## config.mk

```make
export PLATFORM = sky130hd
export DESIGN_NAME = ddsbg_out
export DESIGN_NICKNAME = d
export VERILOG_FILES = /design/src/hdl/ddsbg_pkg.sv /design/src/hdl/ddsbg_out.sv
export SDC_FILE = /design/constraint.sdc
export NUM_CORES = 1
export LEC_CHECK = 0
export BUFFER_PORTS_ARGS = -buffer_cell sky130_fd_sc_hd__buf_2
export CAP_MARGIN = 40
export CORE_ASPECT_RATIO = 1.1
export CORE_MARGIN = 4
export CORE_UTILIZATION = 29
export CTS_CLUSTER_DIAMETER = 150
export DETAILED_ROUTE_END_ITERATION = 10
export HOLD_SLACK_MARGIN = 0.05
export PLACE_DENSITY = 0.76
export SKIP_CTS_REPAIR_TIMING = 1
export SYNTH_ARGS = -nofsm -noshare
export SYNTH_HDL_FRONTEND = slang
export SYNTH_SLANG_ARGS = --single-unit
```

## constraint.sdc

```tcl
create_clock -name clk -period 2 [get_ports clk]
set_clock_uncertainty 0.2 [all_clocks]
set_input_delay 0.4 -clock clk [delete_from_list [all_inputs] [get_ports clk]]
set_output_delay 0.4 -clock clk [all_outputs]
set_load 0.005 [all_outputs]
```

## src/hdl/ddsbg_pkg.sv

```systemverilog
package ddsbg_pkg;

  localparam int DEF_TABLE_DEPTH = 4096;
  localparam int DEF_NUM_TABLES  = 3;
  localparam int DEF_PHASE_WIDTH = 32;

  localparam int WORD_W      = 16;
  localparam int CFG_DATA_W  = 32;
  localparam int CFG_INDEX_W = 3;
  localparam int COUNT_W     = 32;
  localparam int STEP_W      = 32;
  localparam int SEL_CFG_W   = 2;
  localparam int TID_W       = 2;
  localparam int TIDX_W      = 12;

  localparam logic [WORD_W-1:0] IDLE_WORD_FIRST  = WORD_W'(45056 + 2048);
  localparam logic [WORD_W-1:0] IDLE_WORD_SECOND = WORD_W'(12288 + 2048);

  localparam logic [CFG_INDEX_W-1:0] REG_STEP_A  = 3'd0;
  localparam logic [CFG_INDEX_W-1:0] REG_STEP_B  = 3'd1;
  localparam logic [CFG_INDEX_W-1:0] REG_SEL_A   = 3'd2;
  localparam logic [CFG_INDEX_W-1:0] REG_SEL_B   = 3'd3;
  localparam logic [CFG_INDEX_W-1:0] REG_BURST   = 3'd4;

  typedef enum logic [1:0] {
    OP_TICK  = 2'd0,
    OP_WRITE = 2'd1,
    OP_START = 2'd2,
    OP_STOP  = 2'd3
  } op_t;

  typedef enum logic [1:0] {
    POS_WAVE_A = 2'd0,
    POS_WAVE_B = 2'd1,
    POS_IDLE_1 = 2'd2,
    POS_IDLE_2 = 2'd3
  } pos_t;

  // one tick's word group handed to the output stage
  typedef struct packed {
    logic load;
    logic idle_only;
    logic wave_only;
  } group_t;

endpackage

```

## src/hdl/ddsbg_out.sv

```systemverilog
module ddsbg_out (
  input  logic                         clk,
  input  logic                         rst,
  input  ddsbg_pkg::group_t            grp,
  input  logic [ddsbg_pkg::WORD_W-1:0] rd_a,
  input  logic [ddsbg_pkg::WORD_W-1:0] rd_b,
  output logic                         b_free,
  output logic                         out_valid,
  input  logic                         out_stall,
  output logic [ddsbg_pkg::WORD_W-1:0] dac_word,
  output logic                         latch_before,
  output logic                         last
);

  import ddsbg_pkg::*;

  logic b_valid;
  logic b_valid_next;
  pos_t b_pos;
  pos_t b_pos_next;
  logic b_wave_only;
  logic take;

  assign out_valid = b_valid;
  assign take      = b_valid && !out_stall;
  assign last      = (b_pos == POS_IDLE_2) || (b_pos == POS_WAVE_B && b_wave_only);
  assign b_free    = !b_valid || (take && last);

  always_comb begin
    latch_before = (b_pos == POS_WAVE_A) || (b_pos == POS_IDLE_1);
    unique case (b_pos)
      POS_WAVE_A: dac_word = rd_a;
      POS_WAVE_B: dac_word = rd_b;
      POS_IDLE_1: dac_word = IDLE_WORD_FIRST;
      POS_IDLE_2: dac_word = IDLE_WORD_SECOND;
      default:    dac_word = IDLE_WORD_FIRST;
    endcase

    b_valid_next = b_valid;
    b_pos_next   = b_pos;
    if (grp.load) begin
      b_valid_next = 1'b1;
      b_pos_next   = grp.idle_only ? POS_IDLE_1 : POS_WAVE_A;
    end else if (take) begin
      if (last) begin
        b_valid_next = 1'b0;
      end else begin
        b_pos_next = pos_t'(b_pos + 2'd1);
      end
    end
  end

  always_ff @(posedge clk) begin
    if (rst) begin
      b_valid <= 1'b0;
      b_pos   <= POS_WAVE_A;
    end else begin
      b_valid <= b_valid_next;
      b_pos   <= b_pos_next;
    end
  end

  always_ff @(posedge clk) begin
    if (grp.load) begin
      b_wave_only <= grp.wave_only;
    end
  end

endmodule
```

After elaboration in Yosys (flattened, before gate mapping)

Index checks and enable logic that the tools add are counted.
Widths: inputs -> output; s select.

Output and inout port bits: 20
Input bits: 38
Logic and storage cells: 29
Flip-flop bits (word level): 4

Equality and inequality tests: 4
Reduce and logical (&&, ||, !) cells: 13
Mux-type cells: 8
Add/sub/neg operators: 1

Operators by type and width:

| operator            | count |
|---|---|
| $pmux 16 s4         | 1 |
| $mux 2              | 4 |
| $eq 2x2->1 const B  | 2 |
| $reduce_and 2->1    | 2 |
| $reduce_bool 2->1   | 2 |
| $logic_and 1x1->1   | 3 |
| $logic_or 1x1->1    | 3 |
| $mux 1              | 3 |
| $add 2x1->2 const B | 1 |
| $eq 2x1->1 const B  | 1 |
| $logic_not 1->1     | 2 |
| $logic_not 2->1     | 1 |
| $ne 2x2->1 const B  | 1 |

Depth between registers and ports, before layout

Depth in word-level cells: 6
Mapped depth: 6
Gate-level depth less buffers: 6

Worst setup path before layout

Ideal clock, no wire load.

Path kind: register to output
Start point: register b_pos[0]
End point: output port dac_word[11] (netlist bit)
Slack: 0.217 ns
Arrival time: 1.183 ns
Path buffers: 1
Cell stages (with the launch flop): 6
Data required time: 1.400 ns
Cell sequence: dfxtp_1 inv_1 ha_1 clkbuf_1 a2111oi_0 a21oi_1

Longest elaborated chain between the ends: 2
Elaborated cells on any way between the ends: 5
Those cells by class: eq/ne: 3; mux: 1; reduce/logical: 1

RTL lines:

| element                                  | RTL line        | text |
|---|---|---|
| start: declaration                       | ddsbg_out.sv:19 | `pos_t b_pos;` |
| start signal: assignment                 | ddsbg_out.sv:59 | `b_pos <= b_pos_next;` |
| $eq 2x2->1, or another cell as far along | ddsbg_out.sv:31 | `unique case (b_pos)` |
| $pmux 16 s4 *                            | ddsbg_out.sv:31 |  |
| end: declaration                         | ddsbg_out.sv:10 | `output logic [ddsbg_pkg::WORD_W-1:0] dac_word,` |

Every way passes the cells marked *; elsewhere a longest branch is shown, timed or not.

Final worst setup path

Ends and elaborated chain as after synthesis.

==> results.yml <==
final_layout:
  antennaDiodeCount: 0
  synthToLayoutAreaGrowth_pct: 129
  final_cell_mix: "buf_2 (57), a22o_1 (12), buf_4 (6)"
  n_fill_cell: 101
  final-seq-area_sq_um: 95.1
  layout_commonest_cell: "buf_2"
  drive_above_1_share_pct: 71.7
  final_cell_area_sq_um: 977
  multi_input_area_sq_um: 409
  fin_nets: 163
place:
  place_area_sq_um: 757
  hpwl_mm: 1.33
  numPortBuffers: 57
  gp_congestion: 0.744
die:
  boundaryPins: 58
  die_w_um: 44.6
  initial_core_util_pct: 30.8
  dieArea_sq_um: 2150
  placeableCoreArea_sq_um: 1380
  die_h_um: 48.2
  rows: 14
grt:
  track_usage_pct: 13.2
  globalRoute.totalOverflow: 0
  antenna_found_initial: 0
  first_global_vias: 558
  grt_pass1_wl_mm: 2.12
  grt_max_degree: 22
power:
  leakagePower_nw: 0.487
  p_per_area_nw_per_um2: 421
  power_mw: 0.411
  ir_drop_v: 0.000326
cts:
  cts_buffers: 3
  clock_latency_ps: 240
  root_buffer: "clkbuf_4"
  numClockSinks: 4
  htree_levels: 1
  clockBufferDepth: 2
  clk_pin_slew_ps: 40
  cts_tree: "built"
flow_run:
  max_cap_violations: 0
critical_path:
  setup.worst_path.end_class: "primary output"
  cp_cell_sequence: "inv_4 -> buf_4 -> ha_4 -> a2111oi_4 -> a21oi_1 -> buf_2"
  worstSetupStartpointType: "register"
  ff2ff_path_depth: 7
  path_max_fanout: 5
  path_buf_inv: 3
  critical_path_depth: 6
  crit_family: "flip-flops"
  crit_path_top_delay_cell: "dfxtp_4"
  arrival_ps: 1480
  crit_type: "register to primary output"
  slowest_delay_ps: 380
  critical_path_required_ps: 1400
logic_synthesis:
  synth-compound-area-share_pct: 48.4
  synth_top_family_by_area: "compound AO/OA/AOI/OAI gates"
  synth_top_area_cell: "a22o_1"
  synthDistinctLibCells: 22
  synth_xor_area_share_pct: 0
  syn_area_sq_um: 427
  syn_area_per_cell_sq_um: 8.20
  synthMuxAreaShare_pct: 0
  ys_warn_count: 0
  ys_top_cells_by_area: "a22o_1 (25%), dfxtp_1 (14%), ha_1 (12%)"
  ys_seq_area_share_pct: 21.1
  syn_nets: 94
  synth_adder_area_share_pct: 11.7
  synth_simple_gate_area_share_pct: 9.68
  synth-seq-cells: 4
  synth_cells: 52
  synth_top_area_share_pct: 24.6
route:
  drt-initial-drc-count: 7
  drc_errors: 0
  dr_total_vias: 694
  wl_met2_mm: 1.11
  finalWirelength_mm: 2.04
  wl_per_cell_um: 15.0
  vias_per_cell: 5.10
  wl_met1_um: 658
  drtAntennaViolNets: 0
  met3_length_um: 258
  maxUsedRoutingLayer: "met4"
  drtPass1Iterations: 4
sta:
  slew_headroom_pct: 81.9
  max_slew.worst_pin.slew_ps: 271
  fin_setup_tns_ps: -485
  setup_viol: 14
  hold_viol: 0
  final_max_slew_viol_count: 0
  whs_ps: 137
  fin_crit_ps: 2080
  worst_slack_ps: -83.8
  rsz0062_at_grt: "yes"
  finalCritPeriodShare_pct: 104
  clock.fmax_mhz: 480
outcome:
  violations: "setup timing"
  outcome: "finished, violations left"
hold_path:
  min_path_cells: 1
  hold_class: "input port to register"
-- through the flow --
step	util, %	worst slack (ps)	cells
final	70.6	-83.8	136
after global routing	70.6	-140	136
after CTS	56.6	-419	131
after detailed placement	54.7	-160	127
after global placement	54.7	-97.6	127
after floorplan	-	217	52
-- sequential cells by signal, indices dropped and copies added (netlist names) --
signal,flops
b_wave_only,1
out_valid,1
b_pos,2
-- path summary, 6_finish.rpt --
kind             start            to  slack (ps)
max           b_pos[0]  dac_word[11]         -80
min             grp[0]   b_wave_only         140
max reg2reg   b_pos[1]      b_pos[0]         200
min reg2reg  out_valid     out_valid         340
-- layer usage --
metal  global-route usage [%]  vias up
met1                     11.9      309
met5                        0        -
met4                     5.42        0
li1                         -      338
met2                     26.4       45
met3                     5.17        2
-- cell type report --
class	instances	share of cell area [%]
Timing Repair Buffer	67	40.7
Tap cell	16	2.05
Inverter	7	2.94
Multi-Input combinational cell	38	41.9
Sequential cell	4	9.73
Clock buffer	4	2.69
-- cell families after synthesis --
family / count (synthesis)
adders and majority gates: 4
and+or+nand+nor: 7
AOI/OAI and AO/OA: 27
DFF: 4
buffers and inverters: 10
-- power by group --
group          switching, mW  total, mW  internal (mW)  leakage [nW]
Sequential           0.00482     0.0931         0.0883        0.0357
Combinational         0.0852      0.206          0.121         0.436
Clock                 0.0367      0.112         0.0751        0.0150
-- synthesized netlist by cell type, drive strengths merged --
| cell type | instances |
|---|---|
| a22o | 12 |
| inv | 7 |
| a21oi | 6 |
| ha | 4 |
| o21ai | 4 |
| a2111oi | 3 |
| dfxtp | 3 |
| clkbuf | 2 |
| a211oi | 1 |
| a311oi | 1 |
| buf | 1 |
| edfxtp | 1 |
| nand2 | 1 |
| nand2b | 1 |
| nand4b | 1 |
| nor2 | 1 |
| nor2b | 1 |
| or2 | 1 |
| or3 | 1 |
No activity file was read; power rests on OpenSTA's default activity.
