**config.mk**
```make
export PLATFORM = sky130hd
export DESIGN_NAME = ddsbg_ram
export DESIGN_NICKNAME = d
export VERILOG_FILES = /design/src/hdl/ddsbg_ram.sv
export SDC_FILE = /design/constraint.sdc
export NUM_CORES = 1
export LEC_CHECK = 0
export BUFFER_PORTS_ARGS = -buffer_cell sky130_fd_sc_hd__buf_4
export CORE_MARGIN = 5
export CORE_UTILIZATION = 45
export DETAILED_ROUTE_END_ITERATION = 6
export PLACE_DENSITY_LB_ADDON = 0.05
export SYNTH_ARGS = -nofsm -noshare
export SYNTH_HDL_FRONTEND = slang
export SYNTH_SLANG_ARGS = --single-unit
```
**constraint.sdc**
```tcl
create_clock -name clk -period 3.4 [get_ports clk]
set_clock_uncertainty 0.15 [all_clocks]
set_input_delay 0.17 -clock clk [delete_from_list [all_inputs] [get_ports clk]]
set_output_delay 0.17 -clock clk [all_outputs]
set_load 0.05 [all_outputs]
```
**src/hdl/ddsbg_ram.sv**
```systemverilog
module ddsbg_ram #(
  parameter int WIDTH = 16,
  parameter int DEPTH = 16,
  localparam int AW = $clog2(DEPTH)
) (
  input  logic             clk,
  input  logic             we,
  input  logic [AW-1:0]    waddr,
  input  logic [WIDTH-1:0] wdata,
  input  logic             re,
  input  logic [AW-1:0]    raddr_a,
  input  logic [AW-1:0]    raddr_b,
  output logic [WIDTH-1:0] rdata_a,
  output logic [WIDTH-1:0] rdata_b
);

  logic [WIDTH-1:0] mem [DEPTH];

  always_ff @(posedge clk) begin
    if (we) begin
      mem[waddr] <= wdata;
    end
    if (re) begin
      rdata_a <= mem[raddr_a];
      rdata_b <= mem[raddr_b];
    end
  end

endmodule

```
Yosys cells after proc, flatten, opt, wreduce, memory -nomap -nowiden
Memory sizes are Yosys's and may differ from the RTL's. A register that Yosys moved wholly into a read port is not among the register bits.
Cells that the tools add are included.
Word-level totals
  bits in registers: 0
  memory bits (writable): 256
  input port bits: 31
  output and inout bits: 32
  memories: 1
  logic and storage cells: 3
Operators by class
  multiplexer cells: 2
Memories
  mem: words 16, bits a word 16, read ports 2, clocked after memory_dff 2, wr ports 1, RTL line 17  | logic [WIDTH-1:0] mem [DEPTH];
Operators with widths (number)
  1-bit 2-to-1 mux: 2

Logic depth before layout (Yosys ltp)
Gate-level depths: netlist of the first run.
  word-level depth: 2
  gate-level depth with buffers: 5
  mapped depth without buffers: 3

Worst setup path before layout of the first run
Ideal clock, no wire load.
  kind: input-to-reg
  start point: input waddr[2]
  end point: memory mem[0][0], enable pin
  cell stages on the path: 2
  slack: 1025 ps
  buffers on the path: 0
  data arrival time: 1816 ps
  cells stage by stage: or3b_2 -> nor3_1
RTL lines
  from (decl): RTL line 8  | input logic [AW-1:0] waddr,
  to (decl): RTL line 17
No word-level cell before the write port.

==> key figures, run 1 <==
Floorplanning
  – Number of I/O pins: 63
  – Die Ht: 178 µm
  – # rows: 61
  – Die ar.: 0.0317 mm²
  – Initial core utilization: 45.7%
  – Core Area: 0.0278 mm²
  – DIE WIDTH: 178 µm

Clock network
  – CTS tree: done
  – Num CTS Buffers: 34
  – CTS sink count: 288
  – Clk root buf: clkbuf_16
  – Worst-case clock buffer depth: 3
  – Worst-path clk slew: 0.06 ns
  – CTS-repair resized insts: 0
  – Worst skew pair latency: 0.50 ns
  – H-Tree Depth: 2

Timing
  – Setup TNS: 0 ns
  – Worst slew pin tran: 1.05 ns
  – Period utilization: 53.3%
  – Fmax achieved: 551 MHz
  – # setup viols final: 0
  – Tmin final: 1.81 ns
  – Final-report hold violation count: 0
  – Worst slew margin: 29.8%
  – Pins Over Slew Limit: 0
  – Unrepaired setup endpoints after global routing: no

Synth
  – Yosys warns: 0
  – Netlist cell types: 23
  – Compound-Gate Fraction of Synth Area: 3.79%
  – Main combinational cell family by area after synthesis: multiplexers
  – Cells after synthesis: 585
  – Area leader, netlist: edfxtp_1
  – Post-synthesis simple-gate area fraction: 2.17%
  – Adder-Cell Fraction of Synth Area: 0%
  – Mapped Area: 0.0127 mm²
  – XOR/XNOR Fraction of Synth Area: 0%
  – Post-synth top area share: 68.2%
  – Syn Area/Cell: 21.7 µm²
  – Yosys reg bits: 288
  – Ranking of synthesized cells by area: edfxtp_1 68%, mux4_2 18%, mux4_1 5.0%
  – Seq/Total Area, Yosys: 68.2%
  – Syn Nets: 616
  – Fraction of synthesized area in multiplexers: 23.5%

Worst setup path
  – Cells on worst reg2reg path: 3
  – R2r startpoint: mem[2][1]
  – Worst flop-to-flop path endpoint: rdata_b[1]
  – WP data arrival: 1.90 ns
  – Setup crit end: rdata_a[5]
  – Critical Path Sink Type: register
  – Worst Setup SP: raddr_a[0]
  – Critical path type: in2reg
  – CP Launch Type: primary input
  – FF-to-FF setup slack: 1.60 ns
  – Worst EP required: 3.49 ns
  – CP Max Fanout: 29

Job
  – Number of max-cap violations: 0

Layout
  – Util after Layout: 54.1%
  – Most frequent cells in the layout: 288 x edfxtp_1, 102 x mux4_2, 94 x buf_4
  – Layout cells sized above 1: 38.5%
  – Final instance area: 0.0150 mm²
  – Area growth syn-to-layout: 18.5%
  – Final Net Count: 725
  – Register area: 0.00865 mm²
  – Commonest non-fill, non-tap cell in the layout: edfxtp_1
  – # fillers: 2,178
  – ANT cells: 0
  – Area taken by multi-input logic gates: 0.00379 mm²

Detailed routing
  – Vias per cell: 6.22
  – Vias: 6,826
  – Total wire length: 33.8 mm
  – Drt first-iter violations: 762
  – Drt drc: 0
  – Pre-Repair DR Iteration Count: 5
  – Post-DRT Antenna Nets: 0
  – WL/cell: 30.8 µm

Place
  – Final GP Congestion: 0.780
  – Placed cell area: 0.0137 mm²
  – I/O Buffers: 62
  – Detail Placement HPWL: 20.1 mm

GRT
  – First-pass GRT wire length: 50.0 mm
  – Total track usage: 22.2%
  – Total gr overflow: 0
  – Number of global-route vias before repair: 7,268
  – Largest net degree at the start of global routing: 36
  – Antenna violations before repair: 0

Power and ir drop
  – VDD IR max: 0.415 mV
  – Tot Pwr: 0.00849 W
  – Pwr/cell area: 565 mW/mm²
  – Leakage: 5.00 nW

Min path
  – Hold Crit Class: in2reg
  – Hold path depth: 1

Status
  – Status: complete, no violations
==> cells in the mapped netlist <==
master          number
mux4_4               2
nor3_1               4
or3b_2               1
buf_4                5
dlymetal6s2s_1       1
buf_2                4
nand3b_1             2
edfxtp_1           288
clkbuf_4             2
a22oi_1             64
nor2_1              14
nor2b_1              4
buf_6               10
nand2_1             33
and2_1               2
buf_1                2
nand2b_1             2
clkbuf_8             3
clkbuf_1            14
mux4_1              24
mux4_2             102
nand3_1              1
dlygate4sd1_1        1
==> through the flow <==
| stage | instances | hold WS, ns | worst slack, ns |
|---|---|---|---|
| 2_1_floorplan | 585 | 0.119 | 1.02 |
| 3_3_place_gp | 1020 | 0.316 | 1.07 |
| 3_5_place_dp | 1020 | 0.331 | 1.02 |
| 4_1_cts | 1098 | 0.0361 | 1.55 |
| 5_1_grt | 1098 | 0.0419 | 1.47 |
| 6_report | 1098 | 0.0465 | 1.59 |
==> worst min-delay path by stage <==
stage                    from           to  slack, ns
finish                     re  rdata_a[15]       0.05
CTS                        re  rdata_a[15]       0.04
global placement     wdata[8]    mem[7][8]       0.32
global route               re  rdata_a[15]       0.04
floorplan            wdata[0]    mem[0][0]       0.12
detailed placement  wdata[12]   mem[7][12]       0.33
==> cells by family after synthesis <==
family | Yosys count
flops | 288
mux | 128
buf+inv | 42
simple gates | 63
compound gates | 64
==> metal layers <==
layer  GRT usage [%]  vias up  wire [µm]
met3            3.73       50       2290
met5               0        -          0
li1                -     2811          -
met1            30.7     3669      13700
met4            4.71        0        652
met2            37.6      296      17100
==> final cells by class <==
cell class | instances | area share (%)
Multi-Input combinational cell | 255 | 25.2
Tap cell | 378 | 3.15
Timing Repair Buffer | 115 | 6.43
Clock buffer | 41 | 6.26
Clock inverter | 21 | 1.40
Sequential cell | 288 | 57.5
==> worst max-delay path, stage by stage <==
cell	delay, ns
buf_4	0.53
buf_12	0.27
mux4_1	0.56
a22oi_1	0.23
nand2_1	0.09
==> registers in the layout (all words and copies together) (netlist names) <==
signal,count
mem,256
rdata_b,16
rdata_a,16
==> what timing repair did <==
item / CTS / global route
hold endpoints to repair: 256 / 0
setup buffers: 0 / 0
hold buffers: 16 / 0
==> power breakdown <==
part	switching, W	internal [W]
Sequential	0.0000354	0.00402
Clock	0.00141	0.00228
Combinational	0.000448	0.000303
Note: power is estimated with default switching activity, not from simulation.
==> inputs of run 2 (changes only) <==
Clock period 3.4 ns to 1.5 ns, I/O delays scaled along.
==> run 2 against run 1 <==
  * The flow now finishes with violations (negative setup slack)
  * Worst setup slack worse by 1.7 ns
  * Register-to-register slack worse by 1.8 ns
  * Core utilization up 3.2 points
  * Combinational power rose to 2.7 times the previous value
  * Sequential share of layout area down 3.2 points
  * Via count up 2.5%
  * Cell count up 4.4%
  * Wire length down 1.8%
  * Global-route usage down 0.58 points
  * Die area unchanged
  * Sequential power up 130%
  * Cell area up 5.9%
  * Critical endpoint is now rdata_b[1]
  * Largest cell class unchanged
  * Largest power group unchanged
  * Highest routed layer unchanged
==> key figures, run 2 (synthesis results as in run 1) <==
Status
  – Status: finished with violations
  – Violated checks: negative setup slack

Worst setup path
  – Cells on worst reg2reg path: 3
  – FF-to-FF setup slack: -0.16 ns
  – CP Max Fanout: 2
  – R2r startpoint: mem[3][1]
  – CP Launch Type: register
  – Worst flop-to-flop path endpoint: rdata_b[1]
  – Critical Path Sink Type: register
  – Critical path type: reg2reg
  – WP data arrival: 1.77 ns
  – Worst EP required: 1.60 ns

Floorplanning
  – Initial core utilization: 45.7%
  – Core Area: 0.0278 mm²
  – Die ar.: 0.0317 mm²
  – Number of I/O pins: 63
  – # rows: 61
  – DIE WIDTH: 178 µm
  – Die Ht: 178 µm

GRT
  – First-pass GRT wire length: 48.9 mm
  – Antenna violations before repair: 0
  – Total gr overflow: 0
  – Largest net degree at the start of global routing: 33
  – Global route hottest layer: met2
  – Number of global-route vias before repair: 7,446
  – Met3 global-route usage: 3.11%
  – M2 GR Usage: 34.7%
  – Total track usage: 21.6%
  – Met1 Resource Use GR: 32.1%

Layout
  – Final instance area: 0.0159 mm²
  – Area growth syn-to-layout: 25.5%
  – ANT cells: 0
  – Register area: 0.00865 mm²
  – Most frequent cells in the layout: 288 x edfxtp_1, 121 x mux4_2, 104 x buf_4
  – Biggest register: mem
  – Largest registers: mem (256), rdata_a (16), rdata_b (16)
  – Post-Layout Cell Count: 1,146
  – # fillers: 2,123
  – Area taken by multi-input logic gates: 0.00397 mm²
  – Final Net Count: 775
  – Layout cells sized above 1: 49.3%
  – Max FFs per register: 256
  – Commonest non-fill, non-tap cell in the layout: edfxtp_1

Power and ir drop
  – Pwr/cell area: 1180 mW/mm²
  – Leakage: 5.27 nW
  – VDD IR max: 0.711 mV

Detailed routing
  – WL/cell: 28.9 µm
  – Pre-Repair DR Iteration Count: 5
  – Vias: 6,998
  – Post-DRT Antenna Nets: 0
  – Total wire length: 33.2 mm
  – Vias per cell: 6.11
  – Drt drc: 0
  – Drt first-iter violations: 513

Clock network
  – Num CTS Buffers: 34
  – H-Tree Depth: 2
  – CTS tree: done
  – CTS sink count: 288
  – Worst-path clk slew: 0.06 ns
  – Worst skew pair latency: 0.51 ns
  – Worst-case clock buffer depth: 3
  – Clk root buf: clkbuf_16

Min path
  – Hold Crit Class: in2reg
  – Hold Path Origin: raddr_b[1]
  – Hold path depth: 4
  – Hold Path End: rdata_b[2]

Place
  – Dpl cells: 1,065
  – Placed cell area: 0.0145 mm²
  – I/O Buffers: 62
  – Pre-CTS setup slack: -0.340 ns
  – Final GP Congestion: 0.739
  – Detail Placement HPWL: 19.6 mm

Timing
  – Unrepaired setup endpoints after global routing: yes
  – Pins Over Slew Limit: 0
  – Worst slew margin: 21.1%
  – Final-report hold violation count: 0
  – PnR worst setup slack: -0.163 ns
  – Fmax achieved: 601 MHz
  – Period utilization: 111%
  – Worst slew pin tran: 1.18 ns
  – # setup viols final: 31
  – Tmin final: 1.66 ns

Job
  – Number of max-cap violations: 0
[run 2: cell count changes in the layout (fill, tap and decap cells not counted), moves of 4 or more]
cell | previous run | this run
a22oi_2 | 0 | 41
dlygate4sd3_1 | 16 | 20
mux4_2 | 102 | 121
nor3_2 | 4 | 0
buf_12 | 5 | 41
nor3_4 | 0 | 4
a22oi_1 | 64 | 23
mux4_1 | 24 | 5
buf_4 | 94 | 104
[run 2: metrics by stage]
stage,TNS [ns],utilization (%),hold WS (ns),power (W)
3_3_place_gp,-10.21,52.2,0.214,0.0112
5_1_grt,-3.51,57.3,0.0235,0.0195
4_1_cts,-2.02,57.1,0.00273,0.0190
3_5_place_dp,-10.53,52.2,0.224,0.0112
2_1_floorplan,-14.67,-,0.0239,0.0105
6_report,-1.81,57.3,0.0189,0.0189
[run 2: layer usage]
layer | vias up | share of wire, %
met4 | 0 | 1.6
li1 | 2895 | -
met5 | - | 0
met3 | 40 | 6.2
met1 | 3824 | 43
met2 | 239 | 49
[run 2: critical path, stage by stage (launching register included)]
cell,delay (ns)
edfxtp_1,0.40
mux4_4,0.63
a22oi_2,0.18
nand2_1,0.07
[run 2: power by group]
part | total [W] | switching, W | internal, W
Sequential | 0.00919 | 0.0000829 | 0.00911
Clock | 0.00767 | 0.00315 | 0.00452
Combinational | 0.00200 | 0.00109 | 0.000903
[run 2: cell type report]
type | instances | share of cell area, %
clock buffer | 40 | 5.48
tap | 378 | 2.97
sequential | 288 | 54.3
clock inverter | 20 | 1.01
multi-input combinational | 255 | 24.9
timing repair buffer | 165 | 11.3
[run 2: worst max-delay path by stage]
stage | from | endpoint | slack (ns) | cells past startpoint
4_1_cts | mem[0][15] | rdata_b[15] | -0.16 | 3
6_report | mem[3][1] | rdata_b[1] | -0.16 | 3
5_1_grt | mem[3][1] | rdata_b[1] | -0.21 | 3
3_3_place_gp | raddr_b[0] | rdata_b[11] | -0.34 | 5
2_1_floorplan | waddr[2] | mem[1][0] | -0.25 | 2
3_5_place_dp | raddr_b[0] | rdata_b[7] | -0.34 | 5
[run 2: timing repair]
action                                 CTS  global route
buffers inserted                         1             0
endpoints found under the hold margin  315             0
setup endpoints to repair               32            38
hold buffers                            20             0
gates cloned                             0             0
pin swaps                               28             3
resized for setup                       35            16
