## src/hdl/ddsbg_pkg.sv

```systemverilog
package ddsbg_pkg;

  localparam int DEF_TABLE_DEPTH = 4096;
  localparam int DEF_NUM_TABLES  = 3;
  localparam int DEF_PHASE_WIDTH = 32;

  localparam int WORD_W      = 16;
  localparam int CFG_DATA_W  = 32;
  localparam int CFG_INDEX_W = 3;
  localparam int COUNT_W     = 32;
  localparam int STEP_W      = 32;
  localparam int SEL_CFG_W   = 2;
  localparam int TID_W       = 2;
  localparam int TIDX_W      = 12;

  localparam logic [WORD_W-1:0] IDLE_WORD_FIRST  = WORD_W'(45056 + 2048);
  localparam logic [WORD_W-1:0] IDLE_WORD_SECOND = WORD_W'(12288 + 2048);

  localparam logic [CFG_INDEX_W-1:0] REG_STEP_A  = 3'd0;
  localparam logic [CFG_INDEX_W-1:0] REG_STEP_B  = 3'd1;
  localparam logic [CFG_INDEX_W-1:0] REG_SEL_A   = 3'd2;
  localparam logic [CFG_INDEX_W-1:0] REG_SEL_B   = 3'd3;
  localparam logic [CFG_INDEX_W-1:0] REG_BURST   = 3'd4;

  typedef enum logic [1:0] {
    OP_TICK  = 2'd0,
    OP_WRITE = 2'd1,
    OP_START = 2'd2,
    OP_STOP  = 2'd3
  } op_t;

  typedef enum logic [1:0] {
    POS_WAVE_A = 2'd0,
    POS_WAVE_B = 2'd1,
    POS_IDLE_1 = 2'd2,
    POS_IDLE_2 = 2'd3
  } pos_t;

  // one tick's word group handed to the output stage
  typedef struct packed {
    logic load;
    logic idle_only;
    logic wave_only;
  } group_t;

endpackage

```

## src/hdl/ddsbg_ctrl.sv

```systemverilog
module ddsbg_ctrl #(
  parameter int TABLE_DEPTH = ddsbg_pkg::DEF_TABLE_DEPTH,
  parameter int NUM_TABLES  = ddsbg_pkg::DEF_NUM_TABLES,
  parameter int PHASE_WIDTH = ddsbg_pkg::DEF_PHASE_WIDTH,
  localparam int SEL_W   = $clog2(NUM_TABLES),
  localparam int INDEX_W = $clog2(TABLE_DEPTH),
  localparam int AW      = SEL_W + INDEX_W
) (
  input  logic                              clk,
  input  logic                              rst,
  input  logic                              cfg_write,
  input  logic [ddsbg_pkg::CFG_INDEX_W-1:0] cfg_index,
  input  logic [ddsbg_pkg::CFG_DATA_W-1:0]  cfg_data,
  input  logic                              in_valid,
  output logic                              in_stall,
  input  logic [1:0]                        operation,
  input  logic [ddsbg_pkg::TID_W-1:0]       table_id,
  input  logic [ddsbg_pkg::TIDX_W-1:0]      table_index,
  input  logic [ddsbg_pkg::WORD_W-1:0]      table_word,
  input  logic                              b_free,
  output ddsbg_pkg::group_t                 grp,
  output logic                              ram_we,
  output logic [AW-1:0]                     ram_waddr,
  output logic [ddsbg_pkg::WORD_W-1:0]      ram_wdata,
  output logic                              ram_re,
  output logic [AW-1:0]                     ram_raddr_a,
  output logic [AW-1:0]                     ram_raddr_b
);

  import ddsbg_pkg::*;

  // top address bits of the phase, floor(log2(depth))
  localparam int AB = $clog2(TABLE_DEPTH + 1) - 1;

  logic [STEP_W-1:0]      step_a;
  logic [STEP_W-1:0]      step_b;
  logic [SEL_CFG_W-1:0]   sel_a;
  logic [SEL_CFG_W-1:0]   sel_b;
  logic [COUNT_W-1:0]     burst_length;

  logic [PHASE_WIDTH-1:0] phase_a;
  logic [PHASE_WIDTH-1:0] phase_b;
  logic [COUNT_W-1:0]     ticks_done;
  logic                   running;

  logic                   a_valid;
  op_t                    a_op;
  logic [TID_W-1:0]       a_tid;
  logic [TIDX_W-1:0]      a_tidx;
  logic [WORD_W-1:0]      a_word;

  logic                   a_fire;
  logic [PHASE_WIDTH-1:0] sum_a;
  logic [PHASE_WIDTH-1:0] sum_b;
  logic [COUNT_W-1:0]     ticks_inc;
  logic                   burst_on;
  logic                   burst_over;
  logic                   burst_final;
  logic [SEL_W-1:0]       sel_a_eff;
  logic [SEL_W-1:0]       sel_b_eff;

  assign a_fire   = a_valid && (a_op != OP_TICK || b_free);
  assign in_stall = a_valid && !a_fire;

  assign sum_a       = phase_a + PHASE_WIDTH'(step_a);
  assign sum_b       = phase_b + PHASE_WIDTH'(step_b);
  assign ticks_inc   = ticks_done + COUNT_W'(1);
  assign burst_on    = burst_length != '0;
  assign burst_over  = burst_on && (ticks_done >= burst_length);
  assign burst_final = burst_on && (ticks_inc == burst_length);

  assign sel_a_eff = (32'(sel_a) >= NUM_TABLES) ? SEL_W'(NUM_TABLES - 1) : SEL_W'(sel_a);
  assign sel_b_eff = (32'(sel_b) >= NUM_TABLES) ? SEL_W'(NUM_TABLES - 1) : SEL_W'(sel_b);

  always_comb begin
    grp.load      = a_fire && (a_op == OP_TICK);
    grp.idle_only = !running || burst_over;
    grp.wave_only = !burst_final;
  end

  assign ram_re      = grp.load && !grp.idle_only;
  assign ram_raddr_a = {sel_a_eff, INDEX_W'(sum_a[PHASE_WIDTH-1 -: AB])};
  assign ram_raddr_b = {sel_b_eff, INDEX_W'(sum_b[PHASE_WIDTH-1 -: AB])};

  assign ram_we    = a_fire && (a_op == OP_WRITE) && (32'(a_tid) < NUM_TABLES)
                     && (32'(a_tidx) < TABLE_DEPTH);
  assign ram_waddr = {SEL_W'(a_tid), INDEX_W'(a_tidx)};
  assign ram_wdata = a_word;

  always_ff @(posedge clk) begin
    if (rst) begin
      step_a       <= '0;
      step_b       <= '0;
      sel_a        <= SEL_CFG_W'(0);
      sel_b        <= SEL_CFG_W'(1);
      burst_length <= '0;
      phase_a      <= '0;
      phase_b      <= '0;
      ticks_done   <= '0;
      running      <= 1'b0;
      a_valid      <= 1'b0;
    end else begin
      if (cfg_write) begin
        unique case (cfg_index)
          REG_STEP_A: step_a       <= cfg_data[STEP_W-1:0];
          REG_STEP_B: step_b       <= cfg_data[STEP_W-1:0];
          REG_SEL_A:  sel_a        <= cfg_data[SEL_CFG_W-1:0];
          REG_SEL_B:  sel_b        <= cfg_data[SEL_CFG_W-1:0];
          REG_BURST:  burst_length <= cfg_data[COUNT_W-1:0];
          default: ;
        endcase
      end

      if (!a_valid || a_fire) begin
        a_valid <= in_valid;
      end

      if (a_fire) begin
        unique case (a_op)
          OP_START: running <= 1'b1;
          OP_STOP:  running <= 1'b0;
          OP_WRITE: ;
          OP_TICK: begin
            if (running) begin
              if (burst_over || burst_final) begin
                running    <= 1'b0;
                ticks_done <= '0;
                phase_a    <= '0;
                phase_b    <= '0;
              end else begin
                phase_a <= sum_a;
                phase_b <= sum_b;
                if (burst_on) begin
                  ticks_done <= ticks_inc;
                end
              end
            end
          end
          default: ;
        endcase
      end
    end
  end

  always_ff @(posedge clk) begin
    if (!a_valid || a_fire) begin
      a_op   <= op_t'(operation);
      a_tid  <= table_id;
      a_tidx <= table_index;
      a_word <= table_word;
    end
  end

endmodule

```

## config.mk

```make
export PLATFORM = sky130hd
export DESIGN_NAME = ddsbg_ctrl
export DESIGN_NICKNAME = d
export VERILOG_FILES = /design/src/hdl/ddsbg_pkg.sv /design/src/hdl/ddsbg_ctrl.sv
export SDC_FILE = /design/constraint.sdc
export NUM_CORES = 1
export LEC_CHECK = 0
export BUFFER_PORTS_ARGS = -buffer_cell sky130_fd_sc_hd__clkbuf_2
export CORE_MARGIN = 2
export CORE_UTILIZATION = 45
export CTS_CLUSTER_DIAMETER = 200
export CTS_CLUSTER_SIZE = 8
export DETAILED_ROUTE_END_ITERATION = 8
export GPL_TIMING_DRIVEN = 0
export PLACE_DENSITY_LB_ADDON = 0.15
export SETUP_SLACK_MARGIN = 0.5
export SLEW_MARGIN = 20
export SYNTH_ARGS = -nofsm -noshare
export SYNTH_HDL_FRONTEND = slang
export SYNTH_SLANG_ARGS = --single-unit
```

## constraint.sdc

```tcl
create_clock -name clk -period 3.9 [get_ports clk]
set_input_delay 0.78 -clock clk [delete_from_list [all_inputs] [get_ports clk]]
set_output_delay 0.78 -clock clk [all_outputs]
set_load 0.01 [all_outputs]
```

Word level (Yosys, flattened, before mapping)

Cells that the tools add are included.

Bits in registers: 230
Input port bits: 72
Output and inout bits: 64
Word-level logic and storage cells: 69

Add/sub/neg operators: 3
$lt $le $gt $ge: 4
Equal/unequal tests: 8
Muxes and demuxes: 9
Reduce and logical (&&, ||, !) cells: 31

Operator list:

| kind                                                             | number |
|---|---|
| 32-bit two-way mux                                               | 4 |
| 32-bit adder                                                     | 2 |
| 32-bit by 1-bit adder with 32-bit output (second input constant) | 1 |
| 32-bit == test                                                   | 1 |
| 32-bit >= comparator                                             | 1 |
| 32-bit nonzero test                                              | 1 |
| 2-bit AND reduction                                              | 6 |
| 1-bit logical AND                                                | 8 |
| 3-bit by 2-bit == test with 1-bit output (second input constant) | 2 |
| 1-bit zero test                                                  | 5 |
| 2-bit == test (second input constant)                            | 2 |
| 2-bit >= comparator (second input constant)                      | 2 |
| 1-bit logical OR                                                 | 4 |
| 2-bit two-way mux                                                | 2 |
| 4-bit AND reduction                                              | 1 |
| 2-bit nonzero test                                               | 2 |
| 3-bit by 1-bit == test with 1-bit output (second input constant) | 1 |
| 3-bit == test (second input constant)                            | 1 |
| 3-bit zero test                                                  | 1 |
| 1-bit one-hot mux with 3 select lines                            | 1 |
| 3-bit AND reduction                                              | 1 |
| 3-bit nonzero test                                               | 1 |
| 2-bit by 1-bit == test with 1-bit output (second input constant) | 1 |
| 2-bit zero test                                                  | 1 |
| other kinds (2)                                                  | 3 |

Depth between registers and ports, before layout

Word-level depth: 7
Gate-level depth with buffers: 15
Gate-level depth less buffers: 12

Worst setup path before layout

Ideal clock, no wire load.

Path type: register to output
Start: reg ticks_done[1]
End: out grp[0] in the netlist's numbering
Arrival time: 3.167 ns
Required time: 3.120 ns
Path slack: -0.047 ns
Cell stages (with the launch flop): 10
Path buffers: 0
Cell sequence: dfxtp_1 > ha_1 > nand3_2 > or3_1 > or4_4 > xnor2_1 > nand4_1 > or3_1 > or4_1 > or3_1

RTL lines:

| what                   | line              | source |
|---|---|---|
| start, declared        | ddsbg_ctrl.sv:43  | `logic [COUNT_W-1:0] ticks_done;` |
| start signal, assigned | ddsbg_ctrl.sv:134 | `ticks_done <= ticks_inc;` |
| end, declared          | ddsbg_ctrl.sv:21  | `output ddsbg_pkg::group_t grp,` |

==> metrics.md <==
| Metric | Value |
|---|---|
| Depth of the CTS H-tree | `2` |
| Leading register cell type out of synthesis | `dfxtp_1` |
| Remaining DRCs | `0` |
| Layout filler cell count | `2311` |
| Width of the die | `174.4 um` |
| Share of cells above drive strength 1 | `31.77%` |
| Synthesized netlist net count | `1744` |
| Setup violation total in the final timing report | `54` |
| Area of the die | `30400 um^2` |
| First-pass GRT wire length | `66950 um` |
| Total Routed Length | `44450 um` |
| Layout Utilization | `63.98%` |
| Final period utilization | `115.0%` |
| Count of cell types in the netlist | `76` |
| Maximum vdd ir drop | `0.3802 mV` |
| Top-Level Pins | `136` |
| Critical Path Sink Type | `output pin` |
| Total global-route track usage | `27.73%` |
| Input/output buffers | `135` |
| Antenna viol nets, final | `0` |
| Switching portion of total power | `25.49%` |
| Net total in the final layout | `2059` |
| Global route total overflow | `0` |
| Violated checks | `negative setup slack` |
| Min Hold Slack | `435.1 ps` |
| Wire per inst | `19.48 um` |
| Slew headroom | `29.42%` |
| Number of enable-type register cells in the synthesized netlist | `32` |
| Power density over the cells | `319.4 nW/um^2` |
| Outcome | `finished, violations left` |
| Reported leakage power | `0.007364 uW` |
| Effective utilization at floorplan | `45.62%` |
| Final critical path time including I/O delays and setup | `4485 ps` |
| Leading cell type in the layout, fill and taps excluded | `nand2_1` |
| Actual slew at the worst max-slew pin | `1052 ps` |
| Netlist area before placement | `13060 um^2` |
| Antenna violations before repair | `0` |
| Placer congestion estimate | `0.8752` |
| Clock root buffer master | `clkbuf_16` |
| Fraction of synthesis flops using an asynchronous set or reset pin | `0%` |
| Logic pwr share | `11.0%` |
| Number of hold buffers added after cts | `0` |
| Starting DRC count in detailed routing | `1011` |
| Via count of the first global-routing pass | `12420` |
| Count of maximum capacitance violations | `0` |
| Yosys reg bits | `230` |
| Clock tree sinks | `230` |
| Clock latency reported for the late side of the worst-skew pair | `520 ps` |
| Sequential area share after synthesis | `37.71%` |
| Total net switching power | `1491 uW` |
| RSZ-0062 raised after global routing | `true` |
| CTS tree | `done` |
| Die Y-Extent | `174.4 um` |
| Layout Skew | `16.63 ps` |
| Cell-internal power | `4359 uW` |
| Reg power frac | `42.4%` |
| Data required time at the worst endpoint | `3120 ps` |
| Highest attainable clock frequency | `0.2230 GHz` |
| Number of hold violations in the final report | `0` |
| Clock slew seen by the registers of the worst setup and hold paths | `60 ps` |
| Via count of the routed design | `13180` |
| Number of synthesis warnings | `0` |
| First drt pass iteration count | `6` |
| Total half-perimeter wirelength after legalization and detailed placement | `28930 um` |
| Pin count of the biggest net entering global routing | `33` |
| Crit-path max FO | `2` |
| Number of vias per cell after detailed routing | `5.775` |
| Worst Setup Path Type | `flop to output pin` |
| Area growth from synthesis to layout | `40.23%` |
| Antenna Diode Count | `0` |
| Setup WS post-layout | `-585.0 ps` |
| Max clock buf depth | `3` |
| Instance count of the mapped netlist | `1575` |
| Data arrival, critical path | `3700 ps` |
| Pins over their slew limit | `0` |
| Rows | `62` |
| CTS Buf Count | `34` |
| Final setup TNS | `-6888 ps` |
| Worst setup SP type | `flop` |
| Most frequent cells in the layout | `286 x nand2_1, 163 x a21oi_1, 152 x dfxtp_1, 110 x clkbuf_2, 103 x buf_4` |
| Final Power | `5850 uW` |
| Clock network fraction of total power | `46.5%` |
| Type of the most critical hold path | `primary input to flop` |
| Sequential Area | `5002 um^2` |
| Placeable core region | `28630 um^2` |
| Total area of multi-input combinational cells | `9169 um^2` |
| Mean Syn Cell Area | `8.292 um^2` |
==> registers in the layout (all words and copies together) (netlist names) <==
signal and cells:
a_tidx 12, sel_b 2, burst_length 32, step_a 32
a_op 2, a_tid 2, phase_b 32, a_valid 1
step_b 32, sel_a 2, ram_wdata 16, running 1
phase_a 32, ticks_done 32
==> power by group through the flow <==
stage / sequential [uW] / clock, uW / combinational (uW)
floorplan: 2530 / 0 / 205
global placement: 2530 / 0 / 394
detailed placement: 2530 / 0 / 396
CTS: 2480 / 2750 / 565
global route: 2480 / 2840 / 679
finish: 2480 / 2720 / 646
==> repair_timing <==
| item | CTS | global route |
|---|---|---|
| pin swaps | 118 | 87 |
| buffers inserted | 107 | 31 |
| gates cloned | 3 | 3 |
| gates resized for setup | 285 | 147 |
| endpoints found under the setup margin | 124 | 124 |
==> through the flow <==
stage | cell area (um^2) | worst slack [ps] | cells
after floorplan | 13180 | 245.7 | 1575
after global placement | 14330 | -307.1 | 2094
after detailed placement | 14330 | -284.6 | 2094
after CTS | 17420 | -478.4 | 2248
after global routing | 18310 | -647.1 | 2282
final | 18310 | -585.0 | 2282
==> cells in the mapped netlist, types with 12 or more instances <==
cell type	count	share of area, %
nor4_1	20	0.96
nor2_1	71	2.0
nand2_1	296	8.5
xnor2_1	65	4.4
inv_1	61	1.8
a21oi_1	195	7.5
or3_1	22	1.1
o21ai_0	54	2.1
nand2b_1	12	0.57
a22o_1	26	1.7
a21o_1	39	2.2
nand3_1	37	1.4
dfxtp_1	198	30
nand4_1	25	1.2
nor3_1	20	0.77
ha_1	95	9.1
xor2_1	54	3.6
edfxtp_1	32	7.4
nor2b_1	12	0.57
clkbuf_1	61	1.8
==> routing by layer <==
metal	GRT usage, %	share of wire [%]
met1	37.47	44
met2	44.21	45
met3	5.643	7.9
met4	9.384	3.1
met5	0	0
==> critical path, stage by stage, from the launching register on <==
cell and delay, ps:
dfxtp_4 370, ha_4 150, nand3_4 80, or3_4 410, or4_4 560, xnor2_2 170
nand4_1 120, or3_4 360, or4_1 470, or3_4 350, clkbuf_2 140
==> cells by family after synthesis <==
kind of cell | share of synthesized area (%)
compound gates | 19.60
xor+xnor | 8.162
fa+ha+maj | 9.408
mux | 0.3928
buf+inv | 3.870
simple gates | 20.86
flops | 37.71
==> worst paths after layout <==
check / cells after the start / endpoint / start / slack (ps)
max: 10 / grp[0] / ticks_done[0]$_SDFFE_PP0P_ / -580
min: 1 / ram_wdata[9]$_DFFE_PN_ / table_word[9] / 440
min reg2reg: 2 / phase_b[3]$_SDFFE_PP0P_ / phase_b[3]$_SDFFE_PP0P_ / 460
max reg2reg: 25 / phase_a[27]$_SDFFE_PP0P_ / ticks_done[0]$_SDFFE_PP0P_ / -180
==> cell type report <==
class / instances / area share [%]
clock inverter: 2 / 0.1571
sequential: 230 / 27.31
timing repair buffer: 279 / 11.04
inverter: 61 / 1.264
clock buffer: 42 / 4.981
buffer: 70 / 2.555
tap: 384 / 2.623
multi-input combinational: 1214 / 50.06
No activity file was read; power rests on OpenSTA's default activity.
